`src/rtl/slfc_pkg.sv`:
```
// Shared types, constants and the CRC-8 byte step for the framed burst checker.
// No dependencies; every rtl file imports this package.
package slfc_pkg;

  localparam logic [7:0] SYNC_BYTE = 8'hAA;
  localparam logic [7:0] CRC_POLY  = 8'h07;
  localparam int         LEN_POS     = 2;
  localparam int         PAYLOAD_POS = 3;
  localparam int         DESC_DEPTH  = 4;
  localparam int         OUT_DEPTH   = 3;

  typedef enum logic [1:0] {
    ST_OK     = 2'd0,
    ST_FORMAT = 2'd1,
    ST_CRC    = 2'd2
  } status_t;

  // One finished burst waiting to be drained.
  typedef struct packed {
    status_t status;
    logic    bank;
  } desc_t;

  // Payload buffer bank handed back once its last byte has been read.
  typedef struct packed {
    logic valid;
    logic bank;
  } release_t;

  // CRC-8, MSB first, one byte.
  function automatic logic [7:0] crc8_byte(input logic [7:0] crc, input logic [7:0] b);
    logic [7:0] c;
    c = crc ^ b;
    for (int k = 0; k < 8; k++) begin
      if (c[7]) begin
        c = {c[6:0], 1'b0} ^ CRC_POLY;
      end else begin
        c = {c[6:0], 1'b0};
      end
    end
    return c;
  endfunction

endpackage

```
`src/rtl/slfc_drain.sv`:
```
// Result side of the framed burst checker: burst queue, double-banked payload
// memory and output queue. Depends on slfc_pkg.
module slfc_drain #(
  parameter int PAYLOAD_BYTES = 10,
  parameter int IDX_W         = 4
) (
  input  logic                 clk,
  input  logic                 rst,
  input  logic                 wr_en,
  input  logic [IDX_W:0]       wr_addr,
  input  logic [7:0]           wr_data,
  input  logic                 desc_push,
  input  slfc_pkg::desc_t      desc_in,
  output logic                 desc_full,
  output slfc_pkg::release_t   rel,
  output logic                 res_valid,
  input  logic                 res_stall,
  output logic [7:0]           payload_byte,
  output logic [3:0]           byte_index,
  output logic [1:0]           status,
  output logic                 last
);
  import slfc_pkg::*;

  localparam int MEM_DEPTH = 2 << IDX_W;

  typedef struct packed {
    status_t    status;
    logic [3:0] index;
    logic       last;
  } info_t;

  typedef struct packed {
    logic [7:0] payload;
    info_t      info;
  } res_t;

  // Payload memory: one write port (receive side), one registered read port.
  logic [7:0] mem [MEM_DEPTH];
  logic [7:0] rdata;
  logic       rd_en;
  logic [IDX_W:0] rd_addr;

  always_ff @(posedge clk) begin
    if (wr_en) begin
      mem[wr_addr] <= wr_data;
    end
    if (rd_en) begin
      rdata <= mem[rd_addr];
    end
  end

  // Burst queue.
  desc_t      dq [DESC_DEPTH];
  logic [1:0] dq_wp;
  logic [1:0] dq_rp;
  logic [2:0] dq_cnt;
  logic       dq_pop;
  desc_t      head;

  assign head      = dq[dq_rp];
  assign desc_full = (dq_cnt == 3'(DESC_DEPTH));

  always_ff @(posedge clk) begin
    if (desc_push) begin
      dq[dq_wp] <= desc_in;
    end
  end

  always_ff @(posedge clk) begin
    if (rst) begin
      dq_wp  <= '0;
      dq_rp  <= '0;
      dq_cnt <= '0;
    end else begin
      if (desc_push) begin
        dq_wp <= dq_wp + 2'd1;
      end
      if (dq_pop) begin
        dq_rp <= dq_rp + 2'd1;
      end
      dq_cnt <= dq_cnt + 3'(desc_push) - 3'(dq_pop);
    end
  end

  // Issue stage: one result per cycle while the output queue has room.
  logic [IDX_W-1:0] idx;
  logic             pend;
  info_t            pend_info;
  logic [1:0]       oq_cnt;
  logic             issue;
  logic             idx_last;

  assign issue    = (dq_cnt != '0) && ((3'(oq_cnt) + 3'(pend)) < 3'(OUT_DEPTH));
  assign idx_last = (idx == IDX_W'(PAYLOAD_BYTES - 1));
  assign rd_en    = issue && (head.status == ST_OK);
  assign rd_addr  = {head.bank, idx};
  assign dq_pop   = issue && ((head.status != ST_OK) || idx_last);
  assign rel.valid = rd_en && idx_last;
  assign rel.bank  = head.bank;

  always_ff @(posedge clk) begin
    if (rst) begin
      idx  <= '0;
      pend <= 1'b0;
    end else begin
      pend <= issue;
      if (rd_en) begin
        idx <= idx_last ? '0 : idx + IDX_W'(1);
      end
    end
  end

  always_ff @(posedge clk) begin
    if (issue) begin
      pend_info.status <= head.status;
      pend_info.index  <= (head.status == ST_OK) ? 4'(idx) : 4'd0;
      pend_info.last   <= (head.status != ST_OK) || idx_last;
    end
  end

  // Output queue.
  res_t       oq [OUT_DEPTH];
  logic [1:0] oq_wp;
  logic [1:0] oq_rp;
  logic       oq_pop;
  res_t       oq_in;

  assign oq_in.payload = (pend_info.status == ST_OK) ? rdata : 8'd0;
  assign oq_in.info    = pend_info;
  assign res_valid     = (oq_cnt != '0);
  assign oq_pop        = res_valid && !res_stall;

  always_ff @(posedge clk) begin
    if (pend) begin
      oq[oq_wp] <= oq_in;
    end
  end

  always_ff @(posedge clk) begin
    if (rst) begin
      oq_wp  <= '0;
      oq_rp  <= '0;
      oq_cnt <= '0;
    end else begin
      if (pend) begin
        oq_wp <= (oq_wp == 2'(OUT_DEPTH - 1)) ? 2'd0 : oq_wp + 2'd1;
      end
      if (oq_pop) begin
        oq_rp <= (oq_rp == 2'(OUT_DEPTH - 1)) ? 2'd0 : oq_rp + 2'd1;
      end
      oq_cnt <= oq_cnt + 2'(pend) - 2'(oq_pop);
    end
  end

  assign payload_byte = oq[oq_rp].payload;
  assign byte_index   = oq[oq_rp].info.index;
  assign status       = oq[oq_rp].info.status;
  assign last         = oq[oq_rp].info.last;

  a_dq_bound: assert property (@(posedge clk) disable iff (rst)
    dq_cnt <= 3'(DESC_DEPTH))
    else $error("burst queue overflow");

  a_credit: assert property (@(posedge clk) disable iff (rst)
    (3'(oq_cnt) + 3'(pend)) <= 3'(OUT_DEPTH))
    else $error("output queue overrun");

  a_err_last: assert property (@(posedge clk) disable iff (rst)
    res_valid && (status != ST_OK) |-> last && (payload_byte == 8'd0))
    else $error("error result not single and final");

  a_pop_release: assert property (@(posedge clk) disable iff (rst)
    rel.valid |-> dq_pop)
    else $error("bank released without retiring its burst");

endmodule

```
`config.mk`:
```
export PLATFORM = sky130hd
export DESIGN_NAME = slfc_drain
export DESIGN_NICKNAME = d
export VERILOG_FILES = /design/src/rtl/slfc_pkg.sv /design/src/rtl/slfc_drain.sv
export SDC_FILE = /design/constraint.sdc
export NUM_CORES = 1
export LEC_CHECK = 0
export ABC_AREA = 1
export BUFFER_PORTS_ARGS = -buffer_cell sky130_fd_sc_hd__buf_2
export CAP_MARGIN = 25
export CORE_AREA = 2 2 175 195
export DETAILED_ROUTE_END_ITERATION = 12
export DIE_AREA = 0 0 177 197
export GPL_TIMING_DRIVEN = 0
export RECOVER_POWER = 25
export SYNTH_ARGS = -nofsm -noshare
export SYNTH_HDL_FRONTEND = slang
export SYNTH_SLANG_ARGS = --single-unit
```
`constraint.sdc`:
```
create_clock -name clk -period 2.5 [get_ports clk]
set_input_delay 0.25 -clock clk [delete_from_list [all_inputs] [get_ports clk]]
set_output_delay 0.25 -clock clk [all_outputs]
set_load 0.03 [all_outputs]
```
## Word level (Yosys, flattened, before mapping)

Memory sizes are Yosys's and may differ from the RTL's. A register that Yosys moved wholly into a read port is not among the register bits.
Index checks and enable logic that the tools add are counted.

| storage, ports and cells | value |
|---|---|
| logic and storage cells | 55 |
| register bits after elaboration | 25 |
| memories | 3 |
| bits in writable memories | 313 |

| cells by class | value |
|---|---|
| mux-type cells | 14 |
| magnitude comparators | 1 |
| add/sub/neg operators | 10 |
| equality and inequality tests | 4 |
| reduce and logical (&&, ||, !) cells | 12 |

Memories:

| memory | words | width | rd ports | clocked after Yosys merged registers in | wr ports | line | source |
|---|---|---|---|---|---|---|---|
| mem | 32 | 8 | 1 | 1 | 1 | slfc_drain.sv:39 | `logic [7:0] mem [MEM_DEPTH];` |
| oq | 3 | 15 | 1 | 1 | 1 | slfc_drain.sv:123 | `res_t oq [OUT_DEPTH];` |
| dq | 4 | 3 | 1 | 1 | 1 | slfc_drain.sv:54 | `desc_t dq [DESC_DEPTH];` |

Operators with widths:

| cell | count |
|---|---|
| $mux 2 | 6 |
| $add 2x1->2 const B | 4 |
| $mux 8 | 1 |
| $mux 1 | 6 |
| $logic_and 1x1->1 | 5 |
| $add 4x1->4 const B | 1 |
| $eq 2x2->1 const B | 2 |
| $eq 4x4->1 const B | 1 |
| $logic_not 2->1 | 2 |
| $mux 4 | 1 |
| $reduce_bool 2->1 | 2 |
| $add 2x1->3 | 1 |
| $add 3x1->3 | 1 |
| $eq 3x3->1 const B | 1 |
| $lt 3x2->1 const B | 1 |
| $reduce_bool 3->1 | 1 |
| $sub 3x1->3 | 1 |
| $add 2x1->2 | 1 |
| $sub 2x1->2 | 1 |
| $logic_not 1->1 | 1 |
| $logic_or 1x1->1 | 1 |

## Depth between registers and ports, before layout

Gate-level depths: netlist (run 1).

| depth | value |
|---|---|
| word-level depth | 6 |
| depth in mapped cells | 13 |

## Least setup slack after synthesis (run 1)

Ideal clock, no wire load.

| timing path | value |
|---|---|
| kind | reg-to-reg |
| from | register pend |
| to | register dq_cnt[2] |
| path slack | -0.166 ns |
| arrival | 2.589 ns |
| setup time | 0.078 ns |
| data required time | 2.422 ns |
| stages on the path, launching flop included | 14 |
| cells stage by stage | dfxtp_1 > ha_1 > ha_1 > nand2_1 > nand2_1 > a21oi_1 > nand2_1 > inv_1 > ha_1 > inv_1 > ha_1 > fa_1 > and3_1 > nor3_1 |

| on the way | value |
|---|---|
| word-level cells in the longest chain between the ends | 5 |

Ends and longest elaborated chain:

| element | line | source |
|---|---|---|
| from (decl) | slfc_drain.sv:88 | `logic pend;` |
| from (signal assigned) | slfc_drain.sv:107 | `pend <= issue;` |
| $add 2x1->3 | slfc_drain.sv:94 | `assign issue = (dq_cnt != '0) && ((3'(oq_cnt) + 3'(pend)) < 3'(OUT_DEPTH));` |
| $lt 3x2->1 | slfc_drain.sv:94 |  |
| $logic_and 1x1->1 | slfc_drain.sv:94 |  |
| named net issue | slfc_drain.sv:91 | `logic issue;` |
| $logic_and 1x1->1 | slfc_drain.sv:98 | `assign dq_pop = issue && ((head.status != ST_OK) \|\| idx_last);` |
| named net dq_pop | slfc_drain.sv:58 | `logic dq_pop;` |
| $sub 3x1->3 | slfc_drain.sv:82 | `dq_cnt <= dq_cnt + 3'(desc_push) - 3'(dq_pop);` |
| to (signal assigned) | slfc_drain.sv:82 |  |
| to (decl) | slfc_drain.sv:57 | `logic [2:0] dq_cnt;` |

The timed path passes the listed nets, and every way through them passes these cells.
A chain may end at the register's enable or synchronous reset.

==> results of run 1 <==
[state kept, by name (all words and copies together) (netlist names), named ones only]
name and flops:
oq_wp 2, oq_rp 2, oq_cnt 2, oq 45
idx 4, pend 1, mem 256, dq 12
dq_rp 2, oq_in 7, dq_wp 2, rdata 8
dq_cnt 3
[final timing paths]
| path | start | end | slack, ns | depth (start not counted) |
|---|---|---|---|---|
| max reg2reg | idx[1]$_SDFFE_PP0N_ | dq_cnt[2]$_SDFF_PP0_ | 0.15 | 13 |
| max | pend$_SDFF_PP0_ | rel[1] | 0.12 | 8 |
| min reg2reg | oq_in[2]$_SDFFCE_PP0N_ | oq[0][2]$_DFFE_PP_ | 0.47 | 0 |
| min | desc_push | dq_wp[0]$_SDFFE_PP0P_ | 0.09 | 3 |
[kinds of logic after synthesis]
logic type               count (synthesis)  synth area share
AO/OA/AOI/OAI                           56           0.01999
XOR/XNOR                                 2          0.001171
adder cells (fa/ha/maj)                 11          0.009704
buffers and inverters                  255           0.07370
flip-flops                             350            0.6880
AND/OR/NAND/NOR                        770            0.2075
[repair_timing]
item / CTS / global route
endpoints found under the setup margin: 3 / 12
pin swaps: 0 / 0
endpoints found under the hold margin: 13 / 0
hold buffers: 4 / 0
setup buffers: 1 / 0
gates resized for setup: 1 / 8
gates cloned: 0 / 0
[critical path, cell delays in order, from the launching register on]
cell and delay [ns]:
dfxtp_1 0.33, ha_1 0.20, ha_1 0.27, nand2_1 0.06
nand2_1 0.07, a21oi_4 0.18, nand3_2 0.18, nor2_1 0.12
clkbuf_4 0.21
[per-stage QoR]
step                total power (W)  hold slack [ns]  area [um2]  utilization
floorplan                   0.01051           0.3274       14960            -
global placement            0.01208           0.4436       15700       0.4779
detailed placement          0.01217           0.4552       15740       0.4792
CTS                         0.01776          0.06407       17030       0.5185
global route                0.01851           0.1042       17030       0.5185
finish                      0.01767          0.09213       17030       0.5185
[layout make-up]
class                      instances  area (um2)  area share
clock inverter                    23       260.3     0.01528
tap                              432       540.5     0.03174
buffer                            56       356.6     0.02094
timing repair buffer              47       266.5     0.01565
clock buffer                      44       973.4     0.05716
sequential                       350       10290      0.6043
inverter                         197       742.0     0.04357
multi-input combinational        839        3598      0.2113
[routing by layer]
layer | GRT usage | wire (um) | up-vias
li1 | - | - | 4828
met4 | 0.08356 | 1187 | 2
met5 | 0 | 8 | -
met1 | 0.2834 | 15180 | 4595
met2 | 0.3450 | 17230 | 322
met3 | 0.03762 | 2663 | 86
[power breakdown]
group	internal [W]	leakage, nW	total [W]	switching [W]
clock network	0.00332	0.605	0.00556	0.00224
registers	0.00703	3.16	0.00721	0.000177
logic	0.00143	3.38	0.00490	0.00347
[layout by cell type, fill, tap and decap left out, drive strengths merged]
cell         synthesis  layout
xor2                 2       2
o211ai               1       1
nand3              132     132
clkinvlp             0       2
and3                 1       1
or2                  1       1
ha                  10      10
edfxtp             328     328
nor2               113     113
o211a                1       1
nand3b               1       1
dfxtp               22      22
dlygate4sd3          0       4
nor3                 3       3
a32oi                1       1
clkinv               1      17
clkbuf               8      63
inv                196     196
nand2              519     519
bufinv               0       5
o21ai                7       7
buf                 50      80
fa                   1       1
a21oi               46      46
==> metrics.txt, run 1 <==
crit end category primary output; wire length of the first global-routing pass 54650 um; clk buf depth 3; Max Cap Viol 7; Slew HR -0.2962; Yosys warning count 0; GRT Residual Overflow 0; Crit Path Category register to primary output; fin crit period 2.381 ns; Post-Layout Cell Count 1988; CTS H-tree lvls 2; Synth Cell Area 14960 um2; final setup margin 0.1190 ns; synth-to-layout area growth 13.85%; Slew Viols, Final 231; # port buffers 39; Fin Clk Skew 0.02462 ns; vias 9833; Crit path required time 2.25 ns; Post-Syn Instances 1444; PD cells 1037 nW/um2; Initial Utilization 0.4554; CTS Sinks 350; diode count 0; VDD IR max 0.5564 mV; Routed wire per std cell 18.24 um; Slew @ Worst Pin 1.944 ns; drt total wl 36270 um; Die Area 34870 um2; CTS tree done; CP Max Fanout 6; crit path launch type register; cell taking the most area after synthesis edfxtp_1; most frequent cells after synthesis nand2_1 (516), edfxtp_1 (328), inv_1 (190); drt first pass iters 6; Inserted Clock Buffers 37; drt drc 0; synth top area cells edfxtp_1 (66%), nand2_1 (13%), inv_1 (4.8%), nand3_1 (4.3%), dfxtp_1 (2.9%); final setup TNS 0 ns; post-synthesis async set-or-reset flop share 0; core area 32840 um2; Period Utilization, post-route 0.9524; failing checks capacitance limit, slew limit; via/cell ratio 4.946; fmax 0.4200 GHz; largest net degree at the start of global routing 33; DRT iter0 DRCs 752; register area share after synthesis 0.6880; vias in the first global route 9517; DP HPWL 24120 um; Mean Syn Cell Area 10.36 um2; outcome finished, violations left; fillers 2943; post-synth top area share 0.6585; Die H 197 um; Yosys reg bits 350; Clk Latency, worst-skew pair 0.54 ns; initial antenna violation count 1; Placement Setup Slack -0.1879 ns; nets@finish 1560; share of cells above drive strength 1 0.1035; CTS root buf clkbuf_16; Cell Rows 70; clock-pin slew on the worst setup and hold paths 0.06 ns; gpl congestion 0.8964; final setup fails 0; Horiz. Die Dim 177 um; most frequent cell after synthesis nand2_1; Synth Net Count 1476; Post-DRT Antenna Nets 0; ys flop type edfxtp_1; Synth cell types 31; Post-Place Cells 1918; hold crit path type input port to register; GR Util All Layers 0.2122; # IOs 40; CP Data Arrival Time 2.13 ns; EDFF count, synth 328; unrepaired setup endpoints after global routing no; endpoints failing hold 0; leakage power 7.149 nW
(Power assumes the default switching activity.)
==> inputs of run 2 (changes only) <==
--- a/config.mk
+++ b/config.mk
@@ -8,10 +8,13 @@
 export ABC_AREA = 1
 export BUFFER_PORTS_ARGS = -buffer_cell sky130_fd_sc_hd__buf_2
 export CAP_MARGIN = 25
-export CORE_AREA = 2 2 175 195
+export CELL_PAD_IN_SITES_DETAIL_PLACEMENT = 1
+export CELL_PAD_IN_SITES_GLOBAL_PLACEMENT = 2
+export CORE_AREA = 2 2 195 216
 export DETAILED_ROUTE_END_ITERATION = 12
-export DIE_AREA = 0 0 177 197
+export DIE_AREA = 0 0 197 218
 export GPL_TIMING_DRIVEN = 0
+export PLACE_DENSITY_LB_ADDON = 0.1
 export RECOVER_POWER = 25
 export SYNTH_ARGS = -nofsm -noshare
 export SYNTH_HDL_FRONTEND = slang
==> run 2 against run 1 <==
Largest cell class unchanged. Clock skew fell by 0.0038 ns. Sequential cell count unchanged. Utilization is 9.9 points lower. Critical endpoint is now dq_cnt[1]$_SDFF_PP0_. Highest routed layer is now met4. The run still ends with capacitance limit, slew limit left. Register-to-register slack got worse by 0.03 ns. Combinational power is 4.1% higher. Critical path depth up 5. Power rose by 0.99%. Maximum frequency decreased by 0.10%.
==> metrics.txt, run 2 (synthesis gave the netlist of run 1 again) <==
nets@finish 1563 (was 1560); Routed wire per std cell 20.76 um (was 18.24 um); # IOs 40 (unchanged); drt first pass iters 5 (was 6); commonest non-fill, non-tap cell in the layout nand2_1 (unchanged); # port buffers 39 (unchanged); Slew HR -0.2800 (was -0.2962); CTS root buf clkbuf_16 (unchanged); max FFs per register 256 (unchanged); vias in the first global route 10.27k (was 9517); Comb pwr share 0.286 (was 0.277); vias 9917 (was 9833); Inserted Clock Buffers 40 (was 37); CP Data Arrival Time 2.78 ns (was 2.13 ns); Period Utilization, post-route 0.9534 (was 0.9524); CP Max Fanout 3 (was 6); final setup fails 0 (unchanged); wire length of the first global-routing pass 63940 um (was 54650 um); Cell Rows 78 (was 70); outcome finished, violations left (unchanged); clock-pin slew on the worst setup and hold paths 0.06 ns (about the same); Register-to-Register Path Depth 13 (unchanged); Slowest-stage cell, CP fa_2 (was dfxtp_1); fmax 0.4196 GHz (was 0.4200 GHz); largest net degree at the start of global routing 33 (unchanged); critical path depth in cells 13 (was 8); Psw 0.006161 W (was 0.005889 W); CP endpoint dq_cnt[1]$_SDFF_PP0_ (was rel[1]); slowest stage delay, CP 0.43 ns (was 0.33 ns); crit end category register (was primary output); synth-to-layout area growth 14.44% (was 13.85%); CTS H-tree lvls 2 (unchanged); most frequent cells in the layout nand2_1 (515), edfxtp_1 (328), inv_1 (189), nand3_1 (129), nor2_1 (112) (was nand2_1 (515), edfxtp_1 (328), inv_1 (190), nand3_1 (129), nor2_1 (112)); failing checks capacitance limit, slew limit (unchanged); Largest regs mem (256), oq (45), dq (12) (unchanged); leakage power 7.145 nW (was 7.149 nW); core area 40790 um2 (was 32840 um2); GR Util All Layers 0.2052 (was 0.2122); initial antenna violation count 0 (was 1); post-layout util 0.4196 (was 0.5185); Crit Path Category register to register (was register to primary output); diode count 0 (unchanged); share of cells above drive strength 1 0.1032 (was 0.1035); drt drc 0 (unchanged); Biggest register mem (unchanged); worst r2r src pend$_SDFF_PP0_ (was idx[1]$_SDFFE_PP0N_); GRT Residual Overflow 0 (unchanged); total power draw 0.01784 W (was 0.01767 W); Max Used Layer met4 (was met5); Post-DRT Antenna Nets 0 (unchanged); met2 wire len 21190 um (was 17230 um); CP Buf/Inv Count 3 (was 1); power share of the clock group 0.310 (was 0.315); R2R Setup Slk 0.12 ns (was 0.15 ns); hold crit path type input port to register (unchanged); Max Cap Viol 5 (was 7); critical path's top delay family adder cells (unchanged); crit path launch pend$_SDFF_PP0_ (unchanged); most frequent CP cell ha_1; Horiz. Die Dim 197 um (was 177 um); clk buf depth 3 (unchanged); fin crit period 2.383 ns (was 2.381 ns); Multi-input gate area 3606 um2 (was 3598 um2); CTS Sinks 350 (unchanged); hold slack 0.08866 ns (was 0.09213 ns); via/cell ratio 4.768 (was 4.946); Clk Latency, worst-skew pair 0.54 ns (about the same); Initial Utilization 0.3666 (was 0.4554); drt total wl 43180 um (was 36270 um); CTS tree done (unchanged); fillers 4512 (was 2943); Reg power frac 0.405 (was 0.408); FF-to-FF End dq_cnt[1]$_SDFF_PP0_ (was dq_cnt[2]$_SDFF_PP0_); gpl congestion 0.7627 (was 0.8964); endpoints failing hold 0 (unchanged); crit path launch type register (unchanged); DP HPWL 29450 um (was 24120 um); worst path cell trace ha_1, ha_1, nand2_1, nand2_1, a21oi_4, nand2_2, inv_2, ha_1, inv_1, ha_1, fa_2, inv_1, nor2_1 (was ha_1, ha_1, nand2_1, nand2_1, a21oi_4, nand3_2, nor2_1, clkbuf_4); Detail Route met3 WL 1211 um (was 2663 um); Die Area 42950 um2 (was 34870 um2); Crit path required time 2.90 ns (was 2.25 ns); Slew @ Worst Pin 1.920 ns (was 1.944 ns); switching share of power 0.3453 (was 0.3333); DRT iter0 DRCs 459 (was 752); VDD IR max 0.5348 mV (was 0.5564 mV); Fin Clk Skew 0.02078 ns (was 0.02462 ns); register area 10290 um2 (about the same); P_int 0.01168 W (was 0.01178 W); Slew Viols, Final 165 (was 231); Die H 218 um (was 197 um); WL met1 19900 um (was 15180 um); PD cells 1042 nW/um2 (was 1037 nW/um2)
[run 2: cell count changes in the layout (fill, tap and decap cells not counted), moves of 2 or more]
| cell | before | now |
|---|---|---|
| clkbuf_16 | 38 | 41 |
| clkinv_1 | 4 | 8 |
| clkbuf_1 | 22 | 24 |
| buf_6 | 11 | 9 |
| bufinv_16 | 5 | 2 |
| clkinv_4 | 2 | 0 |
| clkbuf_4 | 2 | 0 |
| buf_2 | 54 | 56 |
| buf_4 | 14 | 18 |
[run 2: worst min path at each step]
stage                    from                    end  depth (start not counted)
floorplan                 rst   dq_cnt[2]$_SDFF_PP0_                          1
global placement          rst   dq_cnt[2]$_SDFF_PP0_                          2
detailed placement        rst   dq_cnt[2]$_SDFF_PP0_                          2
CTS                 desc_push  dq_wp[0]$_SDFFE_PP0P_                          3
global route        desc_push  dq_wp[0]$_SDFFE_PP0P_                          3
finish              desc_push  dq_wp[0]$_SDFFE_PP0P_                          3
[run 2: layout make-up]
| class | count | share of cell area |
|---|---|---|
| Timing Repair Buffer | 47 | 0.01528 |
| Inverter | 197 | 0.04335 |
| Sequential cell | 350 | 0.6013 |
| Multi-Input combinational cell | 839 | 0.2107 |
| Clock inverter | 19 | 0.008114 |
| Clock buffer | 52 | 0.06235 |
| Buffer | 56 | 0.02091 |
| Tap cell | 520 | 0.03801 |
[run 2: per-layer routing]
metal | vias to the layer above | GRT usage
met5 | - | 0
met4 | 0 | 0.05088
met3 | 59 | 0.02567
met2 | 133 | 0.3549
met1 | 4888 | 0.2743
li1 | 4837 | -
[run 2: what timing repair did]
item                       CTS  global route
hold buffers                 4             0
buffers inserted             1             0
hold endpoints to repair    13             0
setup endpoints to repair    7             5
gates resized for setup      4             9
[run 2: per-stage QoR]
stage	cells	setup TNS, ns	cell area, um2	setup WS (ns)
floorplan	1444	0	14960	0.07449
global placement	2003	-9.470	15810	-0.3412
detailed placement	2006	-0.7420	15840	-0.3832
CTS	2080	0	17100	0.01201
global route	2080	-0.01574	17120	-0.01006
finish	2080	0	17120	0.1165
[run 2: tightest hold or removal path, cell delays in order]
cell and delay [ns]:
buf_2 0.14, inv_1 0.10, a21oi_1 0.08
[run 2: power groups by stage]
stage	Clock [W]	Sequential [W]	Combinational [W]
final	0.00553	0.00722	0.00510
after floorplan	0	0.00727	0.00325
after detailed placement	0	0.00734	0.00512
after CTS	0.00567	0.00722	0.00518
after global placement	0	0.00733	0.00503
after global routing	0.00587	0.00727	0.00566
